===== src/sv/blake2sp_hash_engine_core_assert.svh =====
// assertion macros shared by the blake2sp engine modules
// expects a clock named clk and an active-high reset named rst in scope
`ifndef BLAKE2SP_HASH_ENGINE_CORE_ASSERT_SVH
`define BLAKE2SP_HASH_ENGINE_CORE_ASSERT_SVH

// property must hold at every edge outside reset
`define BLK2SP_ASSERT(name, prop, msg) \
  name: assert property (@(posedge clk) disable iff (rst) prop) else $error(msg);

// condition must never be seen outside reset
`define BLK2SP_ASSERT_NEVER(name, cond, msg) \
  name: assert property (@(posedge clk) disable iff (rst) !(cond)) else $error(msg);

`endif


===== src/sv/blk2sp_pkg.sv =====
// shared types, constants and init values for the blake2sp engine
// no dependencies
package blk2sp_pkg;

  typedef logic [31:0] word_t;
  typedef logic [7:0][31:0] hash_t;
  typedef logic [15:0][31:0] block_t;

  // one queued input transfer after byte-count clamping
  typedef struct packed {
    word_t      data;
    logic [2:0] nbytes;
    logic       last;
  } item_t;

  // compression job handed to the compression unit
  typedef struct packed {
    hash_t       h;
    block_t      m;
    logic [63:0] t;
    logic        fin;
    logic        last;
  } cmp_req_t;

  localparam hash_t IV = {32'h5be0cd19, 32'h1f83d9ab, 32'h9b05688c, 32'h510e527f,
                          32'ha54ff53a, 32'h3c6ef372, 32'hbb67ae85, 32'h6a09e667};

  localparam word_t PARAM_W0      = 32'h02080020;
  localparam word_t PARAM_W3_LEAF = 32'h20000000;
  localparam word_t PARAM_W3_ROOT = 32'h00010000;

  localparam int HALF_STEPS = 160;

  localparam logic [3:0] SIGMA [0:159] = '{
    4'd0, 4'd1, 4'd2, 4'd3, 4'd4, 4'd5, 4'd6, 4'd7,
    4'd8, 4'd9, 4'd10, 4'd11, 4'd12, 4'd13, 4'd14, 4'd15,
    4'd14, 4'd10, 4'd4, 4'd8, 4'd9, 4'd15, 4'd13, 4'd6,
    4'd1, 4'd12, 4'd0, 4'd2, 4'd11, 4'd7, 4'd5, 4'd3,
    4'd11, 4'd8, 4'd12, 4'd0, 4'd5, 4'd2, 4'd15, 4'd13,
    4'd10, 4'd14, 4'd3, 4'd6, 4'd7, 4'd1, 4'd9, 4'd4,
    4'd7, 4'd9, 4'd3, 4'd1, 4'd13, 4'd12, 4'd11, 4'd14,
    4'd2, 4'd6, 4'd5, 4'd10, 4'd4, 4'd0, 4'd15, 4'd8,
    4'd9, 4'd0, 4'd5, 4'd7, 4'd2, 4'd4, 4'd10, 4'd15,
    4'd14, 4'd1, 4'd11, 4'd12, 4'd6, 4'd8, 4'd3, 4'd13,
    4'd2, 4'd12, 4'd6, 4'd10, 4'd0, 4'd11, 4'd8, 4'd3,
    4'd4, 4'd13, 4'd7, 4'd5, 4'd15, 4'd14, 4'd1, 4'd9,
    4'd12, 4'd5, 4'd1, 4'd15, 4'd14, 4'd13, 4'd4, 4'd10,
    4'd0, 4'd7, 4'd6, 4'd3, 4'd9, 4'd2, 4'd8, 4'd11,
    4'd13, 4'd11, 4'd7, 4'd14, 4'd12, 4'd1, 4'd3, 4'd9,
    4'd5, 4'd0, 4'd15, 4'd4, 4'd8, 4'd6, 4'd2, 4'd10,
    4'd6, 4'd15, 4'd14, 4'd9, 4'd11, 4'd3, 4'd0, 4'd8,
    4'd12, 4'd2, 4'd13, 4'd7, 4'd1, 4'd4, 4'd10, 4'd5,
    4'd10, 4'd2, 4'd8, 4'd4, 4'd7, 4'd6, 4'd1, 4'd5,
    4'd15, 4'd11, 4'd9, 4'd14, 4'd3, 4'd12, 4'd13, 4'd0
  };

  function automatic hash_t leaf_init(logic [2:0] idx);
    hash_t h;
    h = IV;
    h[0] = h[0] ^ PARAM_W0;
    h[2] = h[2] ^ {29'd0, idx};
    h[3] = h[3] ^ PARAM_W3_LEAF;
    return h;
  endfunction

  function automatic hash_t root_init();
    hash_t h;
    h = IV;
    h[0] = h[0] ^ PARAM_W0;
    h[3] = h[3] ^ PARAM_W3_LEAF ^ PARAM_W3_ROOT;
    return h;
  endfunction

endpackage


===== src/sv/blk2sp_front.sv =====
// input side: takes stream transfers, clamps the byte count, queues items
// depends on blk2sp_pkg
module blk2sp_front #(
  parameter int DEPTH = 4
) (
  input  logic               clk,
  input  logic               rst,
  input  logic               in_valid,
  output logic               in_ready,
  input  blk2sp_pkg::word_t  in_data,
  input  logic [2:0]         in_bytes,
  input  logic               in_last,
  output logic               q_valid,
  input  logic               q_ready,
  output blk2sp_pkg::item_t  q_item
);

  localparam int AW = $clog2(DEPTH);
  localparam int CW = $clog2(DEPTH + 1);

  blk2sp_pkg::item_t mem [DEPTH];
  logic [AW-1:0] wr_ptr;
  logic [AW-1:0] rd_ptr;
  logic [CW-1:0] count;
  logic          push;
  logic          pop;
  blk2sp_pkg::item_t item_in;

  assign in_ready = (count != CW'(DEPTH));
  assign q_valid  = (count != '0);
  assign q_item   = mem[rd_ptr];
  assign push     = in_valid && in_ready;
  assign pop      = q_valid && q_ready;

  always_comb begin
    item_in.data   = in_data;
    item_in.nbytes = (in_bytes > 3'd4) ? 3'd4 : in_bytes;
    item_in.last   = in_last;
  end

  always_ff @(posedge clk) begin
    if (push) begin
      mem[wr_ptr] <= item_in;
    end
  end

  always_ff @(posedge clk) begin
    if (rst) begin
      wr_ptr <= '0;
      rd_ptr <= '0;
      count  <= '0;
    end else begin
      if (push) begin
        wr_ptr <= (wr_ptr == AW'(DEPTH - 1)) ? '0 : wr_ptr + 1'b1;
      end
      if (pop) begin
        rd_ptr <= (rd_ptr == AW'(DEPTH - 1)) ? '0 : rd_ptr + 1'b1;
      end
      if (push && !pop) begin
        count <= count + 1'b1;
      end else if (pop && !push) begin
        count <= count - 1'b1;
      end
    end
  end

endmodule


===== config.mk =====
export PLATFORM = sky130hd
export DESIGN_NAME = blk2sp_front
export DESIGN_NICKNAME = d
export VERILOG_FILES = /design/src/sv/blake2sp_hash_engine_core_assert.svh /design/src/sv/blk2sp_pkg.sv /design/src/sv/blk2sp_front.sv
export SDC_FILE = /design/constraint.sdc
export NUM_CORES = 1
export LEC_CHECK = 0
export ABC_AREA = 1
export BUFFER_PORTS_ARGS = -buffer_cell sky130_fd_sc_hd__buf_2
export CORE_UTILIZATION = 57
export CTS_CLUSTER_DIAMETER = 120
export DETAILED_ROUTE_END_ITERATION = 7
export PLACE_DENSITY = 0.85
export SYNTH_ARGS = -nofsm -noshare
export SYNTH_HDL_FRONTEND = slang
export SYNTH_SLANG_ARGS = --single-unit
export TNS_END_PERCENT = 100

===== constraint.sdc =====
create_clock -name clk -period 3.1 [get_ports clk]
set_input_delay 0.31 -clock clk [delete_from_list [all_inputs] [get_ports clk]]
set_output_delay 0.31 -clock clk [all_outputs]
set_load 0.05 [all_outputs]

# Word level (Yosys, flattened, before mapping)
# Memory sizes are Yosys's and may differ from the RTL's. A register that Yosys moved wholly into a read port is not among the register bits.
# Index checks and enable logic that the tools add are counted.
[op_classes]
addsub = 4
magnitude_cmp = 1
n_eq_ne = 3
n_mux = 9
reduce_logical = 8
[ops]
columns = ["operator", "count"]
rows = [
  ["$mux 3", 3],
  ["$mux 2", 4],
  ["$add 2x1->2 const B", 2],
  ["$eq 2x2->1 const B", 2],
  ["$logic_and 1x1->1", 4],
  ["$add 3x1->3 const B", 1],
  ["$gt 3x3->1 const B", 1],
  ["$ne 3x3->1 const B", 1],
  ["$reduce_bool 3->1", 1],
  ["$sub 3x1->3 const B", 1],
  ["$logic_not 1->1", 2],
  ["$mux 1", 2],
  ["$reduce_bool 2->1", 1],
]
[word_totals]
regBits = 7
ramBits = 144
in_bits = 40
out_inout_bits = 38
elab_cells = 29
mem_count = 1
[mem_list]
columns = ["name", "depth", "width", "read_ports", "rd_clocked_by_memory_dff", "wr", "line_no", "source"]
rows = [
  ["mem", 4, 36, 1, 1, 1, "blk2sp_front.sv:21", "blk2sp_pkg::item_t mem [DEPTH];"],
]

# Depth between registers and ports, before layout
[depth]
ltp_word = 6
ltp_mapped = 13
depth_no_buf = 13

# Least setup slack after synthesis
# OpenSTA, ideal clock, no wires.
[synth_path]
path_kind = "reg2reg"
startpoint = "register count[0]"
endpoint = "memory mem[0][0] in the netlist's numbering (enable)"
setup_time_ps = 429
t_arrival_ps = 2393
t_required_ps = 2671
path_slack_ps = 278
path_stages_with_launch = 5
path_buffers = 0
synth_period_minus_slack_ps = 2822
cell_sequence = "dfxtp_1 nor2_2 nand2_2 nand2_2 nor2_1"
[synth_between]
elab_chain_cells = 4
[synth_rtl]
columns = ["item", "line_no", "source"]
rows = [
  ["from (decl)", "blk2sp_front.sv:24", "logic [CW-1:0] count;"],
  ["from (signal assigned)", "blk2sp_front.sv:60", "count <= count + 1'b1;"],
  ["from (signal assigned)", "blk2sp_front.sv:62", "count <= count - 1'b1;"],
  ["$ne 3x3->1", "blk2sp_front.sv:29", "assign in_ready = (count != CW'(DEPTH));"],
  ["net in_ready", "blk2sp_front.sv:9", "output logic in_ready,"],
  ["$logic_and 1x1->1", "blk2sp_front.sv:32", "assign push = in_valid && in_ready;"],
  ["$mux 1", "blk2sp_front.sv:42", "if (push) begin"],
  ["$mux 1 (implied by the code)", "blk2sp_front.sv:43", "mem[wr_ptr] <= item_in;"],
  ["to (decl)", "blk2sp_front.sv:21", ""],
]
# The timed path passes the listed nets, and every way through them passes these cells.

==> out/results.ini <==
[run_status]
outcome=completed

[routing]
drc=0
routed_via_density=5.72
postRouteAntennaNets=0
num_vias=3823
drt_iter0_markers=337
wire_per_inst_um=18.4
drt-total-wl_um=12300
dr.pass1.iters=5

[grt]
use_met1_pct=30.1
grt_pass1_vias=3798
use_met3_pct=5.16
overflow=0
busiest_layer=met2
grt_antenna_before_repair=0
grt_usage_pct=24.0
grt_pass1_wl_um=19200
grt_max_degree=73
grt_util_met2_pct=40.2

[setup_path]
arrival_ns=2.44
cp-start-kind=register
critPathRequiredTime_ns=2.79
cp-end-kind=output pin
path_class=reg2out
crit_fanout=23

[synthesis]
synthCells=423
synth_area_um2=5900
seq_area_frac_synth_pct=76.4
synth_seq_cells=153
synth_top_area_cell=edfxtp_1
synth_top_area_share_pct=73.3
synth.avg_cell_area_um2=13.9
yosysWarnings=0
synth.area.top_cells=edfxtp_1, nor2_1, o21ai_1
synth_cell_types=23
synth_nets=470

[timing]
finalClockSkew_ns=0.00693
drv_slew=0
hold_viol=0
setup_viol=0
layout_min_cycle_time_ns=2.75
fmax_mhz=363
period_share_pct=88.9
slew_headroom_pct=40.4
rsz0062_at_grt=false
setup_tns_ns=0
tightest_slew_ns=0.892

[final_layout]
sequential_cell_area_um2=4510
nets=569
design_area_um2=7140
utilization_pct=72.1
multiInputGateArea_um2=1170
stdcell_count=668
nFillCells=636
drive_gt1_share_pct=23.9
syn2layout_area_growth_pct=21.1
n_antenna_cell=0

[clock_network]
clock-sinks=153
cts_resized=0
clkLatencyLatePin_ns=0.52
ctsHoldBuffers=14
root_buffer=clkbuf_8
cts_setup_buffers=0
htreeDepth=4
cts_buffers=17
cts_tree=done
clock_path_buffers=2
clkTransAtPathRegs_ns=0.06

[floorplanning]
die_h_um=104
die_x_um=104
start_util_pct=59.5
rows=36
io_pins=78
core-area_um2=9910
die_area_um2=10800

[placement]
gp_congestion=0.710
placed_cells=618
hpwl_um=6820
placed_cell_area_um2=6360
portBuffers=77

[power_and_ir_drop]
p_per_area_nw_per_um2=1010
peakVddDrop_mv=0.817
power_uw=7200
p_leak_uw=0.00261

[hold_path]
hp-class=in2reg

[job]
cap_violations=0

==> worst paths after layout <==
| kind | from | endpoint | slack, ns | cells after the start |
|---|---|---|---|---|
| setup reg to reg | count[0]$_SDFFE_PP0P_ | mem[2][12]$_DFFE_PP_ | 1.02 | 5 |
| setup / recovery | register | q_item[35] | 0.35 | 4 |
| hold reg to reg | count[0]$_SDFFE_PP0P_ | count[0]$_SDFFE_PP0P_ | 0.51 | 1 |
| hold / removal | in_data[28] | mem[0][32]$_DFFE_PP_ | 0.02 | 1 |
==> layout make-up <==
type,instances,share of cell area [%]
Clock buffer,17,5.80
Inverter,18,1.05
Timing Repair Buffer,103,8.76
Sequential cell,153,63.1
Multi-Input combinational cell,229,16.4
Tap cell,133,2.33
Clock inverter,15,2.59
==> per-layer routing <==
metal | wire (um) | vias to the layer above
met1 | 4830 | 1849
met5 | 0 | -
met4 | 268 | 0
li1 | - | 1760
met3 | 868 | 21
met2 | 6300 | 193
==> kinds of logic after synthesis <==
logic type	synth area share (%)
flip-flops	76.4
AO/OA/AOI/OAI	10.5
AND/OR/NAND/NOR	7.24
buffers and inverters	4.27
adder cells (fa/ha/maj)	1.61
==> sequential cells by signal, indices dropped and copies added, names as in the netlist, named ones only <==
register / cells
count: 3
mem: 144
rd_ptr: 2
wr_ptr: 2
==> cell usage after synthesis <==
cell / n
fa_1: 1
ha_1: 6
buf_6: 8
dfxtp_1: 9
nand3b_1: 2
a21oi_1: 3
inv_6: 1
edfxtp_1: 144
nor2_1: 89
buf_2: 9
inv_4: 1
o21ai_0: 16
o22ai_1: 36
nand2_1: 11
nand2_2: 3
nor2_2: 1
clkbuf_1: 1
nand4_1: 1
o21ai_1: 58
o21a_1: 1
buf_4: 5
inv_1: 16
nand3_1: 1
==> worst max-delay path, stage by stage, from the launching register on <==
cell and delay (ns):
dfxtp_1 0.86, buf_4 0.37, o21ai_0 0.16, o22ai_1 0.23, buf_2 0.30
==> cells in the final DEF (no fill, tap or decap), drive strengths merged, types with 2 or more instances in the layout <==
cell type / instances
nor2: 90
dlygate4sd3: 18
dfxtp: 9
clkinv: 4
edfxtp: 144
clkbuf: 17
o22ai: 36
o21ai: 74
nand3b: 2
buf: 85
bufinv: 2
inv: 26
a21oi: 3
nand2: 14
ha: 6
==> power by group <==
group / switching, uW / total [uW] / internal [uW]
clock network: 874 / 2060 / 1180
logic: 1910 / 2470 / 562
registers: 145 / 2670 / 2530
total: 2930 / 7200 / 4270
==> metrics by stage <==
stage                     hold slack, ns  setup slack (ns)
final                             0.0198             0.345
after global routing             0.00247             0.221
after global placement             0.491              1.05
after CTS                      0.0000848             0.305
after floorplan                    0.409             0.278
after detailed placement           0.507              1.01
(Power assumes the default switching activity.)
