`config.mk`:
```
export PLATFORM = sky130hd
export DESIGN_NAME = blk2sp_compress
export DESIGN_NICKNAME = d
export VERILOG_FILES = /design/src/sv/blake2sp_hash_engine_core_assert.svh /design/src/sv/blk2sp_pkg.sv /design/src/sv/blk2sp_compress.sv
export SDC_FILE = /design/constraint.sdc
export NUM_CORES = 2
export LEC_CHECK = 0
export ABC_AREA = 0
export BUFFER_PORTS_ARGS = -buffer_cell sky130_fd_sc_hd__buf_2
export CAP_MARGIN = 40
export CORE_AREA = 2 2 431 433
export DETAILED_ROUTE_END_ITERATION = 6
export DIE_AREA = 0 0 433 435
export PLACE_DENSITY = 0.64
export SLEW_MARGIN = 20
export SYNTH_ARGS = -nofsm -noshare
export SYNTH_HDL_FRONTEND = slang
export SYNTH_SLANG_ARGS = --single-unit
```
`constraint.sdc`:
```
create_clock -name clk -period 48.2 [get_ports clk]
set_input_delay 9.64 -clock clk [delete_from_list [all_inputs] [get_ports clk]]
set_output_delay 9.64 -clock clk [all_outputs]
set_load 0.005 [all_outputs]
```
`src/sv/blake2sp_hash_engine_core_assert.svh`:
```
// assertion macros shared by the blake2sp engine modules
// expects a clock named clk and an active-high reset named rst in scope
`ifndef BLAKE2SP_HASH_ENGINE_CORE_ASSERT_SVH
`define BLAKE2SP_HASH_ENGINE_CORE_ASSERT_SVH

// property must hold at every edge outside reset
`define BLK2SP_ASSERT(name, prop, msg) \
  name: assert property (@(posedge clk) disable iff (rst) prop) else $error(msg);

// condition must never be seen outside reset
`define BLK2SP_ASSERT_NEVER(name, cond, msg) \
  name: assert property (@(posedge clk) disable iff (rst) !(cond)) else $error(msg);

`endif

```
`src/sv/blk2sp_pkg.sv`:
```
// shared types, constants and init values for the blake2sp engine
// no dependencies
package blk2sp_pkg;

  typedef logic [31:0] word_t;
  typedef logic [7:0][31:0] hash_t;
  typedef logic [15:0][31:0] block_t;

  // one queued input transfer after byte-count clamping
  typedef struct packed {
    word_t      data;
    logic [2:0] nbytes;
    logic       last;
  } item_t;

  // compression job handed to the compression unit
  typedef struct packed {
    hash_t       h;
    block_t      m;
    logic [63:0] t;
    logic        fin;
    logic        last;
  } cmp_req_t;

  localparam hash_t IV = {32'h5be0cd19, 32'h1f83d9ab, 32'h9b05688c, 32'h510e527f,
                          32'ha54ff53a, 32'h3c6ef372, 32'hbb67ae85, 32'h6a09e667};

  localparam word_t PARAM_W0      = 32'h02080020;
  localparam word_t PARAM_W3_LEAF = 32'h20000000;
  localparam word_t PARAM_W3_ROOT = 32'h00010000;

  localparam int HALF_STEPS = 160;

  localparam logic [3:0] SIGMA [0:159] = '{
    4'd0, 4'd1, 4'd2, 4'd3, 4'd4, 4'd5, 4'd6, 4'd7,
    4'd8, 4'd9, 4'd10, 4'd11, 4'd12, 4'd13, 4'd14, 4'd15,
    4'd14, 4'd10, 4'd4, 4'd8, 4'd9, 4'd15, 4'd13, 4'd6,
    4'd1, 4'd12, 4'd0, 4'd2, 4'd11, 4'd7, 4'd5, 4'd3,
    4'd11, 4'd8, 4'd12, 4'd0, 4'd5, 4'd2, 4'd15, 4'd13,
    4'd10, 4'd14, 4'd3, 4'd6, 4'd7, 4'd1, 4'd9, 4'd4,
    4'd7, 4'd9, 4'd3, 4'd1, 4'd13, 4'd12, 4'd11, 4'd14,
    4'd2, 4'd6, 4'd5, 4'd10, 4'd4, 4'd0, 4'd15, 4'd8,
    4'd9, 4'd0, 4'd5, 4'd7, 4'd2, 4'd4, 4'd10, 4'd15,
    4'd14, 4'd1, 4'd11, 4'd12, 4'd6, 4'd8, 4'd3, 4'd13,
    4'd2, 4'd12, 4'd6, 4'd10, 4'd0, 4'd11, 4'd8, 4'd3,
    4'd4, 4'd13, 4'd7, 4'd5, 4'd15, 4'd14, 4'd1, 4'd9,
    4'd12, 4'd5, 4'd1, 4'd15, 4'd14, 4'd13, 4'd4, 4'd10,
    4'd0, 4'd7, 4'd6, 4'd3, 4'd9, 4'd2, 4'd8, 4'd11,
    4'd13, 4'd11, 4'd7, 4'd14, 4'd12, 4'd1, 4'd3, 4'd9,
    4'd5, 4'd0, 4'd15, 4'd4, 4'd8, 4'd6, 4'd2, 4'd10,
    4'd6, 4'd15, 4'd14, 4'd9, 4'd11, 4'd3, 4'd0, 4'd8,
    4'd12, 4'd2, 4'd13, 4'd7, 4'd1, 4'd4, 4'd10, 4'd5,
    4'd10, 4'd2, 4'd8, 4'd4, 4'd7, 4'd6, 4'd1, 4'd5,
    4'd15, 4'd11, 4'd9, 4'd14, 4'd3, 4'd12, 4'd13, 4'd0
  };

  function automatic hash_t leaf_init(logic [2:0] idx);
    hash_t h;
    h = IV;
    h[0] = h[0] ^ PARAM_W0;
    h[2] = h[2] ^ {29'd0, idx};
    h[3] = h[3] ^ PARAM_W3_LEAF;
    return h;
  endfunction

  function automatic hash_t root_init();
    hash_t h;
    h = IV;
    h[0] = h[0] ^ PARAM_W0;
    h[3] = h[3] ^ PARAM_W3_LEAF ^ PARAM_W3_ROOT;
    return h;
  endfunction

endpackage

```
`src/sv/blk2sp_compress.sv`:
```
// blake2s compression unit, one half mixing step per cycle
// depends on blk2sp_pkg
module blk2sp_compress (
  input  logic                  clk,
  input  logic                  rst,
  input  logic                  start,
  input  blk2sp_pkg::cmp_req_t  req,
  output logic                  busy,
  output logic                  done,
  output blk2sp_pkg::hash_t     hash_out
);

  typedef enum logic [1:0] {C_IDLE, C_RUN, C_FIN} cstate_t;

  cstate_t state;
  logic [7:0] step;
  blk2sp_pkg::hash_t  hreg;
  blk2sp_pkg::block_t mreg;
  blk2sp_pkg::block_t v;
  blk2sp_pkg::block_t vn;
  blk2sp_pkg::block_t vrot;
  blk2sp_pkg::block_t vinit;
  blk2sp_pkg::word_t  w, a1, d1, d2, c1, b1, b2;
  logic       half;
  logic [2:0] g;
  logic [1:0] rot [4];

  assign half = step[0];
  assign g    = step[3:1];
  assign busy = (state != C_IDLE);

  // working words sit in rows of four; the active column is always column 0
  always_comb begin
    w  = mreg[blk2sp_pkg::SIGMA[step]];
    a1 = v[0] + v[4] + w;
    d1 = v[12] ^ a1;
    d2 = half ? {d1[7:0], d1[31:8]} : {d1[15:0], d1[31:16]};
    c1 = v[8] + d2;
    b1 = v[4] ^ c1;
    b2 = half ? {b1[6:0], b1[31:7]} : {b1[11:0], b1[31:12]};
    vn     = v;
    vn[0]  = a1;
    vn[4]  = b2;
    vn[8]  = c1;
    vn[12] = d2;
  end

  // after a full g step shift rows; at the column/diagonal switches skew them
  always_comb begin
    logic [1:0] sel;
    for (int r = 0; r < 4; r++) begin
      if (!half) begin
        rot[r] = 2'd0;
      end else if (g == 3'd3) begin
        rot[r] = 2'(r + 1);
      end else if (g == 3'd7) begin
        rot[r] = 2'(1 - r);
      end else begin
        rot[r] = 2'd1;
      end
    end
    for (int r = 0; r < 4; r++) begin
      for (int c = 0; c < 4; c++) begin
        sel = 2'(c) + rot[r];
        vrot[4*r + c] = vn[{2'(r), sel}];
      end
    end
  end

  always_comb begin
    for (int i = 0; i < 8; i++) begin
      vinit[i]     = req.h[i];
      vinit[i + 8] = blk2sp_pkg::IV[i];
    end
    vinit[12] = vinit[12] ^ req.t[31:0];
    vinit[13] = vinit[13] ^ req.t[63:32];
    if (req.fin) begin
      vinit[14] = ~vinit[14];
    end
    if (req.fin && req.last) begin
      vinit[15] = ~vinit[15];
    end
  end

  always_ff @(posedge clk) begin
    if (rst) begin
      state <= C_IDLE;
      step  <= '0;
      done  <= 1'b0;
    end else begin
      done <= 1'b0;
      case (state)
        C_IDLE: begin
          if (start) begin
            hreg  <= req.h;
            mreg  <= req.m;
            v     <= vinit;
            step  <= '0;
            state <= C_RUN;
          end
        end
        C_RUN: begin
          v <= vrot;
          if (step == 8'(blk2sp_pkg::HALF_STEPS - 1)) begin
            state <= C_FIN;
          end else begin
            step <= step + 8'd1;
          end
        end
        C_FIN: begin
          for (int i = 0; i < 8; i++) begin
            hash_out[i] <= hreg[i] ^ v[i] ^ v[i + 8];
          end
          done  <= 1'b1;
          state <= C_IDLE;
        end
        default: state <= C_IDLE;
      endcase
    end
  end

endmodule

```
Word-level counts from Yosys, hierarchy flattened. Memory sizes are Yosys's and may differ from the RTL's. Index checks and enable logic that the tools add are counted.

Add/sub/neg operators: 16. Order comparisons: 18. Equality and inequality tests: 8. Mux-type cells: 59. Bitwise gates (word level): 22. Reduce and logical (&&, ||, !) cells: 9.

Operators with widths (number): $bmux W32 S2 (16); $pmux W512 S2 (1); $mux W32 (21); $xor A32 B32 Y32 (18); $mux W512 (1); $bmux W32 S4 (1); $add A32 B32 Y32 (3); $lt A4 B5 Y1 const B (9); $lt A2 B5 Y1 const B (4); $lt A3 B5 Y1 const B (4); $mux W2 (10); $add A2 B2 Y2 const A (8); $mux W8 (2); $not A16 Y16 (1); $pmux W8 S2 (1); $not A13 Y13 (1); $ge A9 B9 Y1 const B (1); $not A8 Y9 (1); $reduce_and A3 Y1 (3); $add A1 B2 Y2 const A (4); $add A8 B1 Y8 const B (1); $eq A8 B8 Y1 const B (1); $mux W4 (2); $ne A2 B2 Y1 const B (3); other kinds (11) (15).

Bits in registers: 1547. Memory bits (read-only): 1024. Bits of input ports: 837. Output and inout bits: 258. Word-level logic and storage cells: 184. Memories kept: 1.

Memories: (no name shown) (depth 256, bits a word 4, read ports 1, clocked after Yosys merged registers in 0, wr ports 0, line blk2sp_compress.sv:34) `w = mreg[blk2sp_pkg::SIGMA[step]];`.

Depth between registers and ports, before layout.
Word-level depth: 15. Mapped depth: 47. Depth with buffers taken out: 40.

Least setup slack after synthesis. No wires, ideal clock.

Path type: in2reg. Start point: input rst. End point: register hreg[0] (netlist name) (enable). Setup time: 1.931 ns. Arrival time: 41.640 ns. Required time: 46.269 ns. Path slack: 4.629 ns. Cell stages on the path: 2. Path buffers: 1. Path through: clkbuf_1 -> nor2_1.

Longest elaborated chain between the ends: 2.

RTL lines: start, declared (line blk2sp_compress.sv:5) `input logic rst,`; $not A1 Y1 (no line); $reduce_and A3 Y1 (no line); end signal, assigned (line blk2sp_compress.sv:95) `hreg <= req.h;`; end, declared (line blk2sp_compress.sv:17) `blk2sp_pkg::hash_t hreg;`.

No other way between the ends. A chain may end at the register's enable or synchronous reset.

Final worst setup path.
Start point: register step[3]. End point: register v[212] (netlist name), data pin.

Longest elaborated chain between the ends: 15. Elaborated cells on any way between the ends: 21. Classes of those cells: 3 x add/sub; 2 x eq/ne; 12 x mux; 3 x bitwise; 1 x memory.

RTL lines: start, declared (line blk2sp_compress.sv:16) `logic [7:0] step;`; start signal, assigned (line blk2sp_compress.sv:107) `step <= step + 8'd1;`; $not A8 Y9 (not written as such) (line blk2sp_compress.sv:34); $mem_v2 Z256 W4; $mux W4 (not written as such) (2 in a row) (line blk2sp_compress.sv:34); $bmux W32 S4 (line blk2sp_compress.sv:34); $mux W32 (not written as such) (line blk2sp_compress.sv:34); $add A32 B32 Y32 (line blk2sp_compress.sv:35) `a1 = v[0] + v[4] + w;`; $xor A32 B32 Y32 (line blk2sp_compress.sv:36) `d1 = v[12] ^ a1;`; $mux W32 (line blk2sp_compress.sv:37) `d2 = half ? {d1[7:0], d1[31:8]} : {d1[15:0], d1[31:16]};`; $add A32 B32 Y32 (line blk2sp_compress.sv:38) `c1 = v[8] + d2;`; $xor A32 B32 Y32 (line blk2sp_compress.sv:39) `b1 = v[4] ^ c1;`; $mux W32 (line blk2sp_compress.sv:40) `b2 = half ? {b1[6:0], b1[31:7]} : {b1[11:0], b1[31:12]};`; $bmux W32 S2 (*) (line blk2sp_compress.sv:65) `vrot[4*r + c] = vn[{2'(r), sel}];`; $mux W32 (not written as such) (*) (line blk2sp_compress.sv:65); $pmux W512 S2 (*) (line blk2sp_compress.sv:92) `case (state)`; end signal, assigned (line blk2sp_compress.sv:97) `v <= vinit;`; end signal, assigned (line blk2sp_compress.sv:103) `v <= vrot;`; end, declared (line blk2sp_compress.sv:19) `blk2sp_pkg::block_t v;`.

Mark *: on every way between the ends. The rest lies on a longest branch, timed or not. The select of a mux whose other input is x is not followed.

==> run metrics <==
dpl hpwl=230 mm; Post-synth EDFFs=1536; Primary FF master, synth=edfxtp_1; Peak VDD IR=125 uV; Slew Limit Fails=0; hold crit path type=reg2reg; 1st-iter DRT viols=roughly 7600; Synth warnings=0; initial core utilization=0.405; Yosys cell types=89; CP bufs+invs=4; slowest cell delay on critical path=approximately 0.71 ns; TritonCTS clock tree=built; status=complete, no violations; post-synthesis xor/xnor area fraction=0.0767; Fin Setup TNS=0 ns; mapped cell area=74500 um2; Clock Skews=0.0347 ns; slew margin rel.=0.298; Finished Layout Cells=between 10000 and 15000; CTS root buf=clkbuf_16; total gr overflow=0; Synth Area in Compound Gates=0.129; die extent in x=433 um; ANT nets after route=0; Nets=8414; area delta synth->final=19.5%; total wire length=around 300 mm; Max-Cap Viols=0; vias in the first global route=54822; Placeable Area=184000 um2; share of layout cells above drive strength 1=0.206; Most common cell on crit path=a21oi_1; Seq/Total Area, Yosys=0.622; Max H-tree Level=4; slowest CP cell=buf_4; fin crit share=0.294; Worst-path clk slew=around 0.06 ns; Setup CP Type=reg2reg; DR WL/cell=between 20 and 30 um; via count=58839; mux contribution to synthesized area=0.0141; CTS max path bufs=3; Power Density=75.5 nW/um2; required time of the critical path=approximately 50 ns; RSZ-0062 raised after global routing=no; drt pass-1 iters=6; Vert. Die Dim=approximately 440 um; asr flop ratio synth=0; Crit. End Element=register; Avg Synthesized Cell Area=11.6 um2; I/O pin count=1095; syn nets=around 7400; post-synthesis adder-cell area fraction=0.0205; DRC=0; crit path DAT=14.84 ns; initial antenna violation count=a little over 80; final setup vio count=0; P_leak=32.1 nW; first-pass GRT wire length=between 400 and 500 mm; Slew @ Worst Pin=1.05 ns; # fillers=16549; clock sink total=1547; cells after synthesis=6443; largest net degree at the start of global routing=215; total power=0.00672 W; post-CTS sizing=0; Period minus WS final=14.15 ns; Final Hold Vio Count=0; Hold Buf Count CTS=0; postcts setup bufs=0; global-route usage over all layers=0.315; Fmax=70.6 MHz; Port Buf Inserts=1094; die area=188000 um2; flops & latches, synth=1547; Inserted Clock Buffers=169; Inst Count DP=9765; Rows=158; simple-gate share of the synthesized area=0.113; CP max FO=82; GPL Wtd Cong=0.991; Top delay family on crit path=compound AO/OA/AOI/OAI gates; largest family of logic cells by synthesized area=compound AO/OA/AOI/OAI gates; Via density=about 5.8; Setup crit start kind=register; worst skew pair latency=0.87 ns
-- final cells by class --
class	instances	area (um2)	share of cell area
diodes	62	155	0.00174
clock buffers	208	4380	0.0492
clock inverters	104	955	0.0107
inverters	38	145	0.00163
multi-input cells	4439	26500	0.298
flip-flops and latches	1547	46400	0.521
well taps	2480	3100	0.0349
repair buffers	1280	7350	0.0826
-- synthesized netlist by cell type, drive strengths merged, types with 8 or more instances --
library cell | number | area [um2]
edfxtp | 1536 | 46100
nand2 | 1353 | 5080
xnor2 | 577 | 5050
a21oi | 479 | 2400
o21ai | 471 | 2360
clkbuf | 329 | 1230
nor2 | 270 | 1020
a211oi | 194 | 1460
nor2b | 142 | 891
nand3 | 127 | 636
a311oi | 105 | 920
mux2i | 96 | 961
a31oi | 91 | 584
buf | 90 | 389
ha | 69 | 863
xor2 | 62 | 543
o211ai | 40 | 300
inv | 38 | 143
fa | 33 | 661
nor3 | 30 | 150
a21o | 28 | 210
o311ai | 19 | 166
nand2b | 18 | 113
and3 | 15 | 93.8
o22ai | 15 | 93.8
o221ai | 14 | 123
or3 | 13 | 81.3
a221oi | 11 | 103
dfxtp | 11 | 220
o31ai | 11 | 82.6
a211o | 10 | 87.6
nand3b | 8 | 60.1
o21bai | 8 | 60.1
-- layer usage --
| layer | vias up | share of wire | track usage |
|---|---|---|---|
| met5 | - | 0.00064 | 0 |
| met4 | 30 | 0.074 | 0.202 |
| met3 | 795 | 0.092 | 0.0636 |
| met2 | 3627 | 0.45 | 0.480 |
| met1 | 28768 | 0.38 | 0.409 |
| li1 | 25619 | - | - |
-- placed cells by master (no fill, tap or decap), types with 10 or more instances in the layout --
master / instances
nand2b_1: 17
a21oi_1: 479
buf_12: 11
o211ai_1: 40
edfxtp_1: 1536
clkbuf_1: 39
a221oi_1: 10
a211oi_1: 194
inv_1: 36
xor2_1: 60
ha_1: 69
o221ai_1: 14
nand2_1: 1348
xnor2_1: 573
o311ai_0: 15
buf_16: 19
nand3_1: 127
buf_4: 130
clkinv_1: 39
nor2_1: 262
a31oi_1: 90
bufinv_16: 13
a21o_1: 28
buf_2: 1116
o31ai_1: 11
clkinv_2: 30
a311oi_1: 105
fa_1: 33
o21ai_0: 466
clkbuf_16: 169
mux2i_1: 96
and3_1: 15
nor3_1: 29
o22ai_1: 15
nor2b_1: 140
or3_1: 13
diode_2: 62
-- cell families after synthesis --
group,count (synthesis)
compound gates,1570
xor+xnor,644
fa+ha+maj,102
buf+inv,457
flops,1547
mux,103
simple gates,2020
-- path summary, 6_finish.rpt --
| kind | from | slack [ns] | to | cells after the start |
|---|---|---|---|---|
| worst max-delay path | step[3] | 34.05 | v[212] | 40 |
| worst min register to register | v[92] | 0.58 | hash_out[92] | 1 |
| worst min-delay path | v[92] | 0.58 | hash_out[92] | 1 |
| worst max register to register | step[3] | 34.05 | v[212] | 40 |
-- flip-flops by register name, indices dropped and copies added (netlist names) --
signal	flops
state	2
v	512
done	1
step	8
hash_out	256
mreg	512
hreg	256
-- per-stage QoR --
step	setup WS (ns)	hold WS, ns	utilization	cell area [um2]
final	34.05	0.580	0.483	89000
after global routing	33.10	0.611	0.483	88900
after CTS	33.92	0.587	0.481	88500
after detailed placement	33.31	0.567	0.452	83200
after global placement	33.36	0.567	0.448	82500
after floorplan	4.63	0.495	-	74500
-- power breakdown --
group / leakage, nW / switching [W] / internal (W)
clock network: 2.60 / 0.000565 / 0.000719
logic: 15.2 / 0.00258 / 0.00108
registers: 14.3 / 0.000141 / 0.00164
total: 32.1 / 0.00328 / 0.00344
Power figures use the tool's default switching activity.
